===== config.mk =====
export PLATFORM = sky130hd
export DESIGN_NAME = delta_list_timer_queue_unit_flat
export DESIGN_NICKNAME = d
export VERILOG_FILES = /design/src/rtl/core/dltq_pkg.sv /design/src/rtl/core/dltq_if.sv /design/src/rtl/core/dltq_ram.sv /design/src/rtl/core/dltq_ctrl.sv /design/src/rtl/core/delta_list_timer_queue_unit.sv /design/src/flat_wrapper.sv
export SDC_FILE = /design/constraint.sdc
export NUM_CORES = 2
export LEC_CHECK = 0
export ABC_CLOCK_PERIOD_IN_PS = 7820
export BUFFER_PORTS_ARGS = -buffer_cell sky130_fd_sc_hd__buf_2
export CAP_MARGIN = 20
export CORE_ASPECT_RATIO = 1.1
export CORE_MARGIN = 3
export CORE_UTILIZATION = 61
export DETAILED_ROUTE_END_ITERATION = 8
export PLACE_DENSITY = 0.82
export SETUP_SLACK_MARGIN = 0.2
export SLEW_MARGIN = 0
export SYNTH_ARGS = -nofsm -noshare
export SYNTH_HDL_FRONTEND = slang
export SYNTH_HIERARCHICAL = 1
export SYNTH_SLANG_ARGS = --single-unit

===== constraint.sdc =====
create_clock -name i_clk -period 7.82 [get_ports i_clk]
set_input_delay 1.564 -clock i_clk [delete_from_list [all_inputs] [get_ports i_clk]]
set_output_delay 1.564 -clock i_clk [all_outputs]
set_load 0.02 [all_outputs]

===== src/rtl/core/dltq_pkg.sv =====
package dltq_pkg;

    localparam int NUM_TIMERS = 16;
    localparam int IDX_W      = (NUM_TIMERS > 1) ? $clog2(NUM_TIMERS) : 1;
    localparam int MEM_DEPTH  = 1 << IDX_W;
    localparam int CNT_W      = $clog2(NUM_TIMERS + 1);
    localparam int ID_W       = 4;
    localparam int DELAY_W    = 32;
    localparam int CMD_W      = 2;
    localparam int EVT_W      = 3;

    typedef logic [IDX_W-1:0]   t_idx;
    typedef logic [CNT_W-1:0]   t_cnt;
    typedef logic [ID_W-1:0]    t_id;
    typedef logic [DELAY_W-1:0] t_delay;

    typedef enum logic [CMD_W-1:0] {
        CMD_START = 2'd0,
        CMD_STOP  = 2'd1,
        CMD_TICK  = 2'd2
    } t_cmd;

    typedef enum logic [EVT_W-1:0] {
        EV_STARTED = 3'd0,
        EV_REFUSED = 3'd1,
        EV_STOPPED = 3'd2,
        EV_NOT_RUN = 3'd3,
        EV_EXPIRED = 3'd4
    } t_evt;

    // one list slot: delay relative to the slot before it, and its timer
    typedef struct packed {
        t_delay delta;
        t_idx   owner;
    } t_entry;

    localparam int ENTRY_W = $bits(t_entry);

    typedef struct packed {
        logic   we;
        t_idx   waddr;
        t_entry wdata;
        t_idx   raddr;
    } t_lst_req;

    typedef struct packed {
        logic   we;
        t_idx   waddr;
        t_delay wdata;
        t_idx   raddr;
    } t_per_req;

    typedef struct packed {
        logic valid;
        t_evt evt;
        t_id  id;
        logic last;
    } t_emit;

    typedef enum logic [3:0] {
        S_IDLE,
        S_INS,
        S_REM,
        S_REPLY,
        S_TICK_RD,
        S_TICK_CHK,
        S_POP,
        S_PER,
        S_TICK_END
    } t_state;

endpackage


===== src/rtl/core/dltq_if.sv =====
interface dltq_cmd_if;
    import dltq_pkg::*;

    logic               valid;
    logic               ready;
    logic [CMD_W-1:0]   command;
    logic [ID_W-1:0]    timer_id;
    logic [DELAY_W-1:0] delay;
    logic               periodic;

    modport source (output valid, command, timer_id, delay, periodic, input ready);
    modport sink   (input valid, command, timer_id, delay, periodic, output ready);
endinterface

interface dltq_evt_if;
    import dltq_pkg::*;

    logic             valid;
    logic             ready;
    logic [EVT_W-1:0] event_res;
    logic [ID_W-1:0]  which_timer;
    logic             last;

    modport source (output valid, event_res, which_timer, last, input ready);
    modport sink   (input valid, event_res, which_timer, last, output ready);
endinterface


===== src/rtl/core/dltq_ram.sv =====
module dltq_ram #(
    parameter int WIDTH = 8,
    parameter int DEPTH = 16,
    localparam int AW   = (DEPTH > 1) ? $clog2(DEPTH) : 1
) (
    input  logic             i_clk,
    input  logic             i_we,
    input  logic [AW-1:0]    i_waddr,
    input  logic [WIDTH-1:0] i_wdata,
    input  logic [AW-1:0]    i_raddr,
    output logic [WIDTH-1:0] o_rdata
);

    logic [WIDTH-1:0] r_mem [DEPTH];
    logic [WIDTH-1:0] r_rdata;

    always_ff @(posedge i_clk) begin
        if (i_we) begin
            r_mem[i_waddr] <= i_wdata;
        end
    end

    always_ff @(posedge i_clk) begin
        r_rdata <= r_mem[i_raddr];
    end

    assign o_rdata = r_rdata;

endmodule


===== src/rtl/core/dltq_ctrl.sv =====
module dltq_ctrl (
    input  logic               i_clk,
    input  logic               i_rst_n,
    dltq_cmd_if.sink           i_cmd,
    input  logic               i_emit_ok,
    output dltq_pkg::t_emit    o_emit,
    output dltq_pkg::t_lst_req o_lst,
    input  dltq_pkg::t_entry   i_lst_rdata,
    output dltq_pkg::t_per_req o_per,
    input  dltq_pkg::t_delay   i_per_rdata
);
    import dltq_pkg::*;

    t_state                r_state, n_state;
    t_idx                  r_head, n_head;
    t_cnt                  r_count, n_count;
    t_cnt                  r_k, n_k;
    logic [NUM_TIMERS-1:0] r_running, n_running;
    logic [NUM_TIMERS-1:0] r_repeat, n_repeat;
    logic                  r_pend_valid, n_pend_valid;
    t_id                   r_pend_id, n_pend_id;
    t_id                   r_id, n_id;
    t_delay                r_d, n_d;
    t_evt                  r_code, n_code;
    logic                  r_tick, n_tick;
    logic                  r_found, n_found;
    logic                  r_first, n_first;
    t_entry                r_carry, n_carry;

    t_entry cur;
    t_idx   in_idx;
    t_idx   id_idx;
    t_idx   k_addr;
    logic   acc;
    logic   id_ok;
    logic   k_lt;
    logic   due;
    logic   can_emit;

    assign cur         = i_lst_rdata;
    assign i_cmd.ready = (r_state == S_IDLE);
    assign acc         = i_cmd.valid && i_cmd.ready;
    assign in_idx      = IDX_W'(i_cmd.timer_id);
    assign id_ok       = int'(i_cmd.timer_id) < NUM_TIMERS;
    assign id_idx      = IDX_W'(r_id);
    assign k_lt        = r_k < r_count;
    assign k_addr      = r_head + IDX_W'(r_k);
    // first look at the head in a tick sees the value before the decrement
    assign due         = r_first ? (cur.delta <= t_delay'(1)) : (cur.delta == '0);
    assign can_emit    = !r_pend_valid || i_emit_ok;

    always_comb begin
        n_state = r_state;
        unique case (r_state)
            S_IDLE: begin
                if (acc) begin
                    case (i_cmd.command)
                        CMD_START: n_state = (id_ok && !r_running[in_idx]) ? S_INS : S_REPLY;
                        CMD_STOP:  n_state = (id_ok && r_running[in_idx]) ? S_REM : S_REPLY;
                        CMD_TICK:  n_state = S_TICK_RD;
                        default:   n_state = S_IDLE;
                    endcase
                end
            end
            S_INS: begin
                if (!k_lt) begin
                    n_state = r_tick ? S_TICK_RD : S_REPLY;
                end
            end
            S_REM: begin
                if (!k_lt) begin
                    n_state = S_REPLY;
                end
            end
            S_REPLY: begin
                if (i_emit_ok) begin
                    n_state = S_IDLE;
                end
            end
            S_TICK_RD:  n_state = (r_count == '0) ? S_TICK_END : S_TICK_CHK;
            S_TICK_CHK: n_state = due ? S_POP : S_TICK_END;
            S_POP: begin
                if (can_emit) begin
                    n_state = r_repeat[id_idx] ? S_PER : S_TICK_RD;
                end
            end
            S_PER: n_state = S_INS;
            S_TICK_END: begin
                if (can_emit) begin
                    n_state = S_IDLE;
                end
            end
            default: n_state = S_IDLE;
        endcase
    end

    always_comb begin
        n_head       = r_head;
        n_count      = r_count;
        n_k          = '0;
        n_running    = r_running;
        n_repeat     = r_repeat;
        n_pend_valid = r_pend_valid;
        n_pend_id    = r_pend_id;
        n_id         = r_id;
        n_d          = r_d;
        n_code       = r_code;
        n_tick       = r_tick;
        n_found      = r_found;
        n_first      = r_first;
        n_carry      = r_carry;
        o_emit       = '0;
        o_lst.we     = 1'b0;
        o_lst.waddr  = k_addr;
        o_lst.wdata  = r_carry;
        o_per.we     = 1'b0;
        o_per.waddr  = in_idx;
        o_per.wdata  = i_cmd.delay;
        o_per.raddr  = id_idx;

        unique case (r_state)
            S_IDLE: begin
                if (acc) begin
                    n_id    = i_cmd.timer_id;
                    n_d     = i_cmd.delay;
                    n_tick  = (i_cmd.command == CMD_TICK);
                    n_found = 1'b0;
                    n_first = 1'b1;
                    case (i_cmd.command)
                        CMD_START: begin
                            if (id_ok && !r_running[in_idx]) begin
                                o_per.we          = 1'b1;
                                n_running[in_idx] = 1'b1;
                                n_repeat[in_idx]  = i_cmd.periodic;
                                n_code            = EV_STARTED;
                            end else begin
                                n_code = EV_REFUSED;
                            end
                        end
                        CMD_STOP: begin
                            if (id_ok && r_running[in_idx]) begin
                                n_running[in_idx] = 1'b0;
                                n_repeat[in_idx]  = 1'b0;
                                n_code            = EV_STOPPED;
                            end else begin
                                n_code = EV_NOT_RUN;
                            end
                        end
                        default: ;
                    endcase
                end
            end
            S_INS: begin
                // walk to the slot, then ripple the tail up one slot a cycle
                n_k = r_k + t_cnt'(1);
                if (!r_found) begin
                    if (k_lt && r_d >= cur.delta) begin
                        n_d = r_d - cur.delta;
                    end else begin
                        o_lst.we          = 1'b1;
                        o_lst.wdata.delta = r_d;
                        o_lst.wdata.owner = id_idx;
                        n_found           = 1'b1;
                        n_carry.delta     = cur.delta - r_d;
                        n_carry.owner     = cur.owner;
                    end
                end else begin
                    o_lst.we = 1'b1;
                    n_carry  = cur;
                end
                if (!k_lt) begin
                    n_count = r_count + t_cnt'(1);
                end
            end
            S_REM: begin
                // the removed delta folds into its successor, the rest slide down
                n_k = r_k + t_cnt'(1);
                if (!r_found) begin
                    if (k_lt && cur.owner == id_idx) begin
                        n_found       = 1'b1;
                        n_carry.delta = cur.delta;
                    end
                end else if (k_lt) begin
                    o_lst.we          = 1'b1;
                    o_lst.waddr       = k_addr - t_idx'(1);
                    o_lst.wdata.delta = cur.delta + r_carry.delta;
                    o_lst.wdata.owner = cur.owner;
                    n_carry.delta     = '0;
                end
                if (!k_lt) begin
                    n_count = r_count - t_cnt'(1);
                end
            end
            S_REPLY: begin
                if (i_emit_ok) begin
                    o_emit.valid = 1'b1;
                    o_emit.evt   = r_code;
                    o_emit.id    = r_id;
                    o_emit.last  = 1'b1;
                end
            end
            S_TICK_RD: ;
            S_TICK_CHK: begin
                n_first = 1'b0;
                if (r_first && cur.delta != '0) begin
                    o_lst.we          = 1'b1;
                    o_lst.waddr       = r_head;
                    o_lst.wdata.delta = cur.delta - t_delay'(1);
                    o_lst.wdata.owner = cur.owner;
                end
                if (due) begin
                    n_id = ID_W'(cur.owner);
                end
            end
            S_POP: begin
                // an expiry is held back until we know whether another follows
                if (can_emit) begin
                    if (r_pend_valid) begin
                        o_emit.valid = 1'b1;
                        o_emit.evt   = EV_EXPIRED;
                        o_emit.id    = r_pend_id;
                        o_emit.last  = 1'b0;
                    end
                    n_pend_valid = 1'b1;
                    n_pend_id    = r_id;
                    n_head       = r_head + t_idx'(1);
                    n_count      = r_count - t_cnt'(1);
                    if (r_repeat[id_idx]) begin
                        n_found = 1'b0;
                    end else begin
                        n_running[id_idx] = 1'b0;
                    end
                end
            end
            S_PER: begin
                n_d = (i_per_rdata == '0) ? t_delay'(1) : i_per_rdata;
            end
            S_TICK_END: begin
                if (can_emit && r_pend_valid) begin
                    o_emit.valid = 1'b1;
                    o_emit.evt   = EV_EXPIRED;
                    o_emit.id    = r_pend_id;
                    o_emit.last  = 1'b1;
                    n_pend_valid = 1'b0;
                end
            end
            default: ;
        endcase

        o_lst.raddr = r_head + IDX_W'(n_k);
    end

    always_ff @(posedge i_clk) begin
        if (!i_rst_n) begin
            r_state      <= S_IDLE;
            r_head       <= '0;
            r_count      <= '0;
            r_running    <= '0;
            r_repeat     <= '0;
            r_pend_valid <= 1'b0;
        end else begin
            r_state      <= n_state;
            r_head       <= n_head;
            r_count      <= n_count;
            r_running    <= n_running;
            r_repeat     <= n_repeat;
            r_pend_valid <= n_pend_valid;
        end
    end

    always_ff @(posedge i_clk) begin
        r_k       <= n_k;
        r_pend_id <= n_pend_id;
        r_id      <= n_id;
        r_d       <= n_d;
        r_code    <= n_code;
        r_tick    <= n_tick;
        r_found   <= n_found;
        r_first   <= n_first;
        r_carry   <= n_carry;
    end

endmodule


===== src/rtl/core/delta_list_timer_queue_unit.sv =====
// Start/stop: one result; the list walk through the entry RAM handles one slot a cycle.
// Tick: decrements the head delta, pops each expired entry, and re-inserts each periodic
//   timer with its period through the list walk.
// One command is in work at a time; the output register lets the next command in while
//   the final result still waits. Synchronous active-low reset empties the list and
//   clears the running, periodic and pending flags; the entry and period RAMs are not cleared.
module delta_list_timer_queue_unit (
    input  logic        i_clk,
    input  logic        i_rst_n,
    dltq_cmd_if.sink    i_cmd,
    dltq_evt_if.source  o_evt
);
    import dltq_pkg::*;

    t_emit    emit;
    t_lst_req lst_req;
    t_entry   lst_rdata;
    t_per_req per_req;
    t_delay   per_rdata;
    logic     emit_ok;

    logic     r_out_valid;
    t_evt     r_out_evt;
    t_id      r_out_id;
    logic     r_out_last;

    dltq_ram #(
        .WIDTH (ENTRY_W),
        .DEPTH (MEM_DEPTH)
    ) u_lst_ram (
        .i_clk   (i_clk),
        .i_we    (lst_req.we),
        .i_waddr (lst_req.waddr),
        .i_wdata (lst_req.wdata),
        .i_raddr (lst_req.raddr),
        .o_rdata (lst_rdata)
    );

    dltq_ram #(
        .WIDTH (DELAY_W),
        .DEPTH (MEM_DEPTH)
    ) u_per_ram (
        .i_clk   (i_clk),
        .i_we    (per_req.we),
        .i_waddr (per_req.waddr),
        .i_wdata (per_req.wdata),
        .i_raddr (per_req.raddr),
        .o_rdata (per_rdata)
    );

    dltq_ctrl u_ctrl (
        .i_clk       (i_clk),
        .i_rst_n     (i_rst_n),
        .i_cmd       (i_cmd),
        .i_emit_ok   (emit_ok),
        .o_emit      (emit),
        .o_lst       (lst_req),
        .i_lst_rdata (lst_rdata),
        .o_per       (per_req),
        .i_per_rdata (per_rdata)
    );

    assign emit_ok = !r_out_valid || o_evt.ready;

    always_ff @(posedge i_clk) begin
        if (!i_rst_n) begin
            r_out_valid <= 1'b0;
        end else if (emit.valid) begin
            r_out_valid <= 1'b1;
        end else if (o_evt.ready) begin
            r_out_valid <= 1'b0;
        end
    end

    always_ff @(posedge i_clk) begin
        if (emit.valid) begin
            r_out_evt  <= emit.evt;
            r_out_id   <= emit.id;
            r_out_last <= emit.last;
        end
    end

    assign o_evt.valid       = r_out_valid;
    assign o_evt.event_res   = r_out_evt;
    assign o_evt.which_timer = r_out_id;
    assign o_evt.last        = r_out_last;

endmodule


===== src/flat_wrapper.sv =====
// flat-port wrapper written by rule: the top's interface ports become plain ports
module delta_list_timer_queue_unit_flat import dltq_pkg::*;
  (i_clk, i_rst_n, i_cmd_valid, i_cmd_command, i_cmd_timer_id, i_cmd_delay, i_cmd_periodic, i_cmd_ready, o_evt_valid, o_evt_event_res, o_evt_which_timer, o_evt_last, o_evt_ready);
  dltq_cmd_if i_cmd_i ();
  dltq_evt_if o_evt_i ();
  input  logic i_clk;
  input  logic i_rst_n;
  input wire logic [$bits(i_cmd_i.valid)-1:0] i_cmd_valid;
  input wire logic [$bits(i_cmd_i.command)-1:0] i_cmd_command;
  input wire logic [$bits(i_cmd_i.timer_id)-1:0] i_cmd_timer_id;
  input wire logic [$bits(i_cmd_i.delay)-1:0] i_cmd_delay;
  input wire logic [$bits(i_cmd_i.periodic)-1:0] i_cmd_periodic;
  output wire logic [$bits(i_cmd_i.ready)-1:0] i_cmd_ready;
  output wire logic [$bits(o_evt_i.valid)-1:0] o_evt_valid;
  output wire logic [$bits(o_evt_i.event_res)-1:0] o_evt_event_res;
  output wire logic [$bits(o_evt_i.which_timer)-1:0] o_evt_which_timer;
  output wire logic [$bits(o_evt_i.last)-1:0] o_evt_last;
  input wire logic [$bits(o_evt_i.ready)-1:0] o_evt_ready;
  assign i_cmd_i.valid = i_cmd_valid;
  assign i_cmd_i.command = i_cmd_command;
  assign i_cmd_i.timer_id = i_cmd_timer_id;
  assign i_cmd_i.delay = i_cmd_delay;
  assign i_cmd_i.periodic = i_cmd_periodic;
  assign i_cmd_ready = i_cmd_i.ready;
  assign o_evt_valid = o_evt_i.valid;
  assign o_evt_event_res = o_evt_i.event_res;
  assign o_evt_which_timer = o_evt_i.which_timer;
  assign o_evt_last = o_evt_i.last;
  assign o_evt_i.ready = o_evt_ready;
  delta_list_timer_queue_unit u_core (.i_clk(i_clk), .i_rst_n(i_rst_n), .i_cmd(i_cmd_i), .o_evt(o_evt_i));
endmodule

Word level (Yosys, flattened, before mapping)
Memories as Yosys holds them, arrays and structs flattened. A register that Yosys moved wholly into a read port is not among the register bits.
Index checks and enable logic that the tools add are counted.
Word-level totals
  bits in registers: 142
  input port bits: 43
  logic and storage cells: 212
  bits in writable memories: 1088
  memories kept: 2
Cells by class
  reductions and logical operators: 41
  magnitude comparators: 7
  add/sub/neg operators: 11
  equal/unequal tests: 32
  muxes and demuxes: 92
  bitwise operators: 6
Memories
  u_core.u_lst_ram.r_mem: depth 16, bits a word 36, rd ports 1, clocked after Yosys merged registers in 1, write ports 1, line dltq_ram.sv:14  | logic [WIDTH-1:0] r_mem [DEPTH];
  u_core.u_per_ram.r_mem: depth 16, bits a word 32, rd ports 1, clocked after Yosys merged registers in 1, write ports 1, line dltq_ram.sv:14
Operators by type and width (count)
  32-bit 2-to-1 mux: 7
  36-bit 2-to-1 mux: 4
  41-bit 2-to-1 mux: 3
  16-bit 2-to-1 mux: 7
  36-bit case mux with 3 select lines: 1
  16-bit case mux with 2 select lines: 3
  32-bit case mux with 3 select lines: 1
  32-bit zero test: 2
  32-bit case mux with 2 select lines: 1
  32-bit subtractor: 2
  16-bit bitwise AND: 3
  4-bit 2-to-1 mux: 11
  9-bit 2-to-1 mux: 4
  4-bit case mux with 9 select lines: 1
  32-bit adder: 1
  32-bit >= comparator: 1
  32-bit by 1-bit <= comparator with 1-bit output, second input constant: 1
  16-bit inverter: 2
  32-bit nonzero test: 1
  32-bit by 1-bit subtractor with 32-bit output, second input constant: 1
  1-bit 2-to-1 mux: 28
  2-bit != test, second input constant: 14
  9-bit case mux with 3 select lines: 1
  16-bit bitwise mux: 1
  47 further kinds: 88

Logic depth before layout (Yosys ltp)
  depth after elaboration: 10
  gate-level depth with buffers: 16
  depth with buffers taken out: 14

Cells and area by module
The synthesis kept the hierarchy.
By module, submodules not included
  dltq_ram (u_core.u_lst_ram): cells each 938, sequential area each 18017.3 um^2, area each 22318.9 um^2, instances 1
  dltq_ram (u_core.u_per_ram): cells each 838, sequential area each 16015.4 um^2, area each 19835.3 um^2, instances 1
  dltq_ctrl: cells each 1725, sequential area each 3453.3 um^2, area each 13716.9 um^2, instances 1
  delta_list_timer_queue_unit: cells each 12, sequential area each 260.2 um^2, area each 289.0 um^2, instances 1

Least setup slack after synthesis
No wires, ideal clock.
  kind: input to register
  start: input i_cmd_timer_id[0]
  end: memory u_core/u_per_ram/r_mem[0][0] in the netlist's numbering (enable)
  stages on the path: 7
  path slack: 1145 ps
  required time: 7359 ps
  arrival time: 6214 ps
  setup time: 461 ps
  path through: buf_6 > mux4_2 > mux4_2 > nor4_2 > clkbuf_1 > or3b_2 > nor3_1
RTL lines
  start: declaration: line flat_wrapper.sv:10  | input wire logic [$bits(i_cmd_i.timer_id)-1:0] i_cmd_timer_id;
  end: declaration: line dltq_ram.sv:14

==> results.py <==
metrics = {
    "status": {
        "status": "completed",
    },
    "clock_tree": {
        "hold_buffers": 0,
        "cts_setup_buffers": 0,
        "insertion_delay_ns": 0.71,
        "clk_pin_slew_ns": 0.06,
        "numClockSinks": 1297,
        "clock-root-buffer": "clkbuf_16",
        "cts_resized": 0,
        "htreeDepth": 3,
        "cts_tree": "yes",
        "clockBufferDepth": 3,
        "numCtsBuffers": 120,
    },
    "worst_setup_path": {
        "crit_fanout": 23,
        "endpoint_kind": "register",
        "crit_path_start_kind": "register",
        "reg2reg_setup_slack_ns": 2.26,
        "worstPathArrival_ns": 5.92,
        "crit_required_ns": 8.18,
        "r2r_start": "u_core/u_lst_ram/o_rdata[4]",
        "reg2regPathDepth": 15,
        "criticalPathCategory": "register to register",
        "reg2reg_to": "u_core/u_lst_ram/r_mem[10][7]",
    },
    "power": {
        "clockPowerShare_pct": 24.2,
        "sw_frac_of_total_pct": 36.0,
        "internal_power_mw": 16.5,
        "p_per_area_nw_per_um2": 415,
        "netSwitchingPower_mw": 9.28,
        "pwr-share-seq_pct": 38.4,
        "leakage_nw": 20.7,
        "irDropWorstVdd_uv": 277,
        "p_comb_share_pct": 37.4,
        "finalPower_mw": 25.8,
    },
    "placement": {
        "dp_cells": 4578,
        "place_ws_ns": 2.30,
        "port_buffers": 52,
        "hpwl_um": 84800,
        "gp_congestion": 0.910,
    },
    "grt": {
        "grt.overflow.total": 0,
        "track_usage_pct": 29.7,
        "grt_first_pass_wirelength_um": 212000,
        "antenna_found_initial": 6,
        "grt_pass1_vias": 33100,
        "grt_max_degree": 139,
    },
    "timing": {
        "relSlewSlack_pct": 22.2,
        "layout_min_cycle_time_ns": 5.56,
        "finalCritPeriodShare_pct": 71.1,
        "drv_slew": 0,
        "rsz0062_at_grt": "no",
        "fin_skew_ns": 0.0431,
        "holdWs_ns": 0.482,
        "tns_ns": 0,
        "finalSetupViolCount": 0,
        "worst_pin_slew_ns": 1.17,
        "max_freq_mhz": 180,
        "fin_ws_ns": 2.26,
        "finalHoldViolations": 0,
    },
    "job": {
        "drv_cap": 0,
    },
    "synth": {
        "synth_compound_area_share_pct": 8.53,
        "synth.distinct_cells": 87,
        "synth-simple-area-share_pct": 5.47,
        "netlist_instances": 3513,
        "netlist_area_um2": 56200,
        "synth_top_family_by_area": "multiplexers",
        "yosysSeqAreaShare_pct": 67.2,
        "yosys_register_bits": 1297,
        "yosys_warnings": 6,
        "synth-edff-count": 1177,
        "avgSynthCellArea_um2": 16.0,
        "syn-num-nets": 3675,
        "synth_xor_area_share_pct": 1.87,
        "synthAdderAreaFrac_pct": 2.73,
        "synthFlopType": "edfxtp_1",
        "synthMuxAreaShare_pct": 11.4,
        "postSynth.asyncResetShare_pct": 0,
    },
    "die": {
        "start_util_pct": 61.6,
        "ios": 53,
        "die_y_um": 324,
        "fp.dieArea_um2": 95700,
        "core_um2": 91100,
        "rows": 116,
        "die_x_um": 295,
    },
    "drt": {
        "antenna_left": 0,
        "viasPerCell": 6.94,
        "drt-pass1-iter-count": 6,
        "wirelength_um": 143000,
        "drt_iter0_markers": 3912,
        "wl_per_cell_um": 29.6,
        "drc": 0,
        "vias": 33400,
    },
    "cells_and_area": {
        "syn_to_final_growth_pct": 10.5,
        "drive_above_1_share_pct": 18.6,
        "fin_nets": 3696,
        "fin_cells": 4822,
    },
    "hold_path": {
        "hold_class": "register to register",
        "hold_depth": 2,
    },
}
## cells by family after synthesis
group,count (synthesis)
flops,1297
simple gates,648
buf+inv,342
xor+xnor,120
fa+ha+maj,119
compound gates,701
mux,286
## cells in the mapped netlist, types with 14 or more instances
cell type	n	area, um2
nand4_1	28	175
nor3_1	38	190
inv_1	116	435
and3_1	27	169
xor2_1	46	403
a21o_1	51	383
nand2b_1	21	131
nor2_1	155	582
nor2b_1	23	144
clkbuf_1	118	443
a22oi_1	171	1280
o21bai_1	17	128
edfxtp_1	1177	35300
a21oi_1	140	701
nand3_1	42	210
nand2_1	228	856
xnor2_1	74	648
o22ai_1	16	100
buf_2	33	165
ha_1	113	1410
a211oi_1	15	113
buf_4	47	353
a221o_1	17	170
mux4_2	281	6330
dfxtp_1	120	2400
buf_1	16	60.1
nor4_1	18	113
o21ai_0	132	661
and2_1	14	87.6
o31ai_1	17	128
## sequential cells by signal, summed over array words and instances, names as in the netlist, named ones only
signal	cells
u_core/u_ctrl/r_tick	1
u_core/o_evt.which_timer	4
u_core/u_ctrl/id_idx	4
u_core/u_ctrl/r_found	1
u_core/u_ctrl/r_first	1
u_core/u_ctrl/r_count	5
u_core/u_ctrl/r_head	4
u_core/o_evt.valid	1
u_core/u_ctrl/r_k	5
u_core/u_lst_ram/o_rdata	36
u_core/u_ctrl/r_d	32
u_core/u_ctrl/r_state	4
u_core/u_lst_ram/r_mem	576
u_core/u_ctrl/r_code	2
u_core/u_ctrl/r_pend_id	4
u_core/o_evt.event_res	3
u_core/o_evt.last	1
u_core/u_per_ram/o_rdata	32
u_core/u_ctrl/r_carry	36
u_core/u_per_ram/r_mem	512
u_core/u_ctrl/r_pend_valid	1
u_core/u_ctrl/r_repeat	16
## worst max-delay path: stages, from the launching register on
cell      delay (ns)
dfxtp_1         0.46
ha_1            0.23
inv_1           0.06
fa_1            0.39
a21o_1          0.21
a31oi_1         0.24
o21ai_0         0.16
o31a_1          0.36
o21ai_0         0.39
a41oi_1         0.40
a31oi_1         0.28
buf_4           0.21
or2_2           0.23
nand3b_1        0.36
nor2_4          0.85
buf_4           0.38
## final cells by class
cell class                      instances  area (um2)
Clock inverter                         72         901
Multi-Input combinational cell       1874       17200
Clock buffer                          157        3270
Sequential cell                      1297       37700
Tap cell                             1180        1480
Fill cell                            5624       29100
Antenna cell                            1        2.50
Inverter                              119         452
Timing Repair Buffer                  122        1080
## per-layer routing
metal	global-route usage, %	part of all wire [%]	vias to the layer above	wire, um
li1	-	-	14000	-
met1	39.7	37	17000	52500
met2	50.1	51	2178	72200
met3	4.03	8.7	356	12400
met4	11.9	4.0	6	5670
met5	0	0.030	-	43
## power by group through the flow
stage / logic, mW / clock network [mW] / registers, mW
6_report: 9.65 / 6.23 / 9.89
2_1_floorplan: 6.87 / 0 / 9.75
3_3_place_gp: 9.11 / 0 / 9.94
3_5_place_dp: 9.31 / 0 / 9.99
5_1_grt: 10.4 / 6.52 / 9.95
4_1_cts: 9.48 / 6.28 / 9.87
## worst max path at each step
stage	start	end	slack, ns
final	u_core/u_lst_ram/o_rdata[4]	u_core/u_lst_ram/r_mem[10][7]	2.26
after global routing	u_core/u_lst_ram/o_rdata[4]	u_core/u_lst_ram/r_mem[14][23]	2.13
after CTS	u_core/u_lst_ram/o_rdata[4]	u_core/u_lst_ram/r_mem[1][7]	2.31
after detailed placement	i_cmd_timer_id[0]	u_core/u_per_ram/r_mem[1][10]	2.30
after global placement	i_cmd_timer_id[0]	u_core/u_per_ram/r_mem[3][6]	2.36
after floorplan	i_cmd_timer_id[0]	u_core/u_per_ram/r_mem[0][0]	1.15
## cell usage in the layout (no fill, tap or decap), types with 20 or more instances in the layout
cell / netlist / layout
and3_1: 27 / 27
buf_2: 33 / 52
ha_1: 113 / 112
o21ai_0: 132 / 131
buf_4: 47 / 48
buf_12: 0 / 20
nand2_1: 228 / 228
inv_1: 116 / 115
a22oi_1: 171 / 171
mux4_2: 281 / 281
nor2_4: 0 / 26
clkbuf_16: 0 / 121
dfxtp_1: 120 / 120
a21oi_1: 140 / 139
xnor2_1: 74 / 74
nand3_1: 42 / 42
edfxtp_1: 1177 / 1177
nor3_1: 38 / 30
clkbuf_1: 118 / 25
a21o_1: 51 / 51
nand2b_1: 21 / 21
nor2_1: 155 / 127
xor2_1: 46 / 46
nand4_1: 28 / 28
clkinv_2: 0 / 25
## through the flow
step                cell area, um2  utilization, %
finish                       62100            68.1
global placement             57500            63.1
detailed placement           57600            63.2
CTS                          61800            67.8
floorplan                    56200               -
global route                 62100            68.1
(Power assumes the default switching activity.)
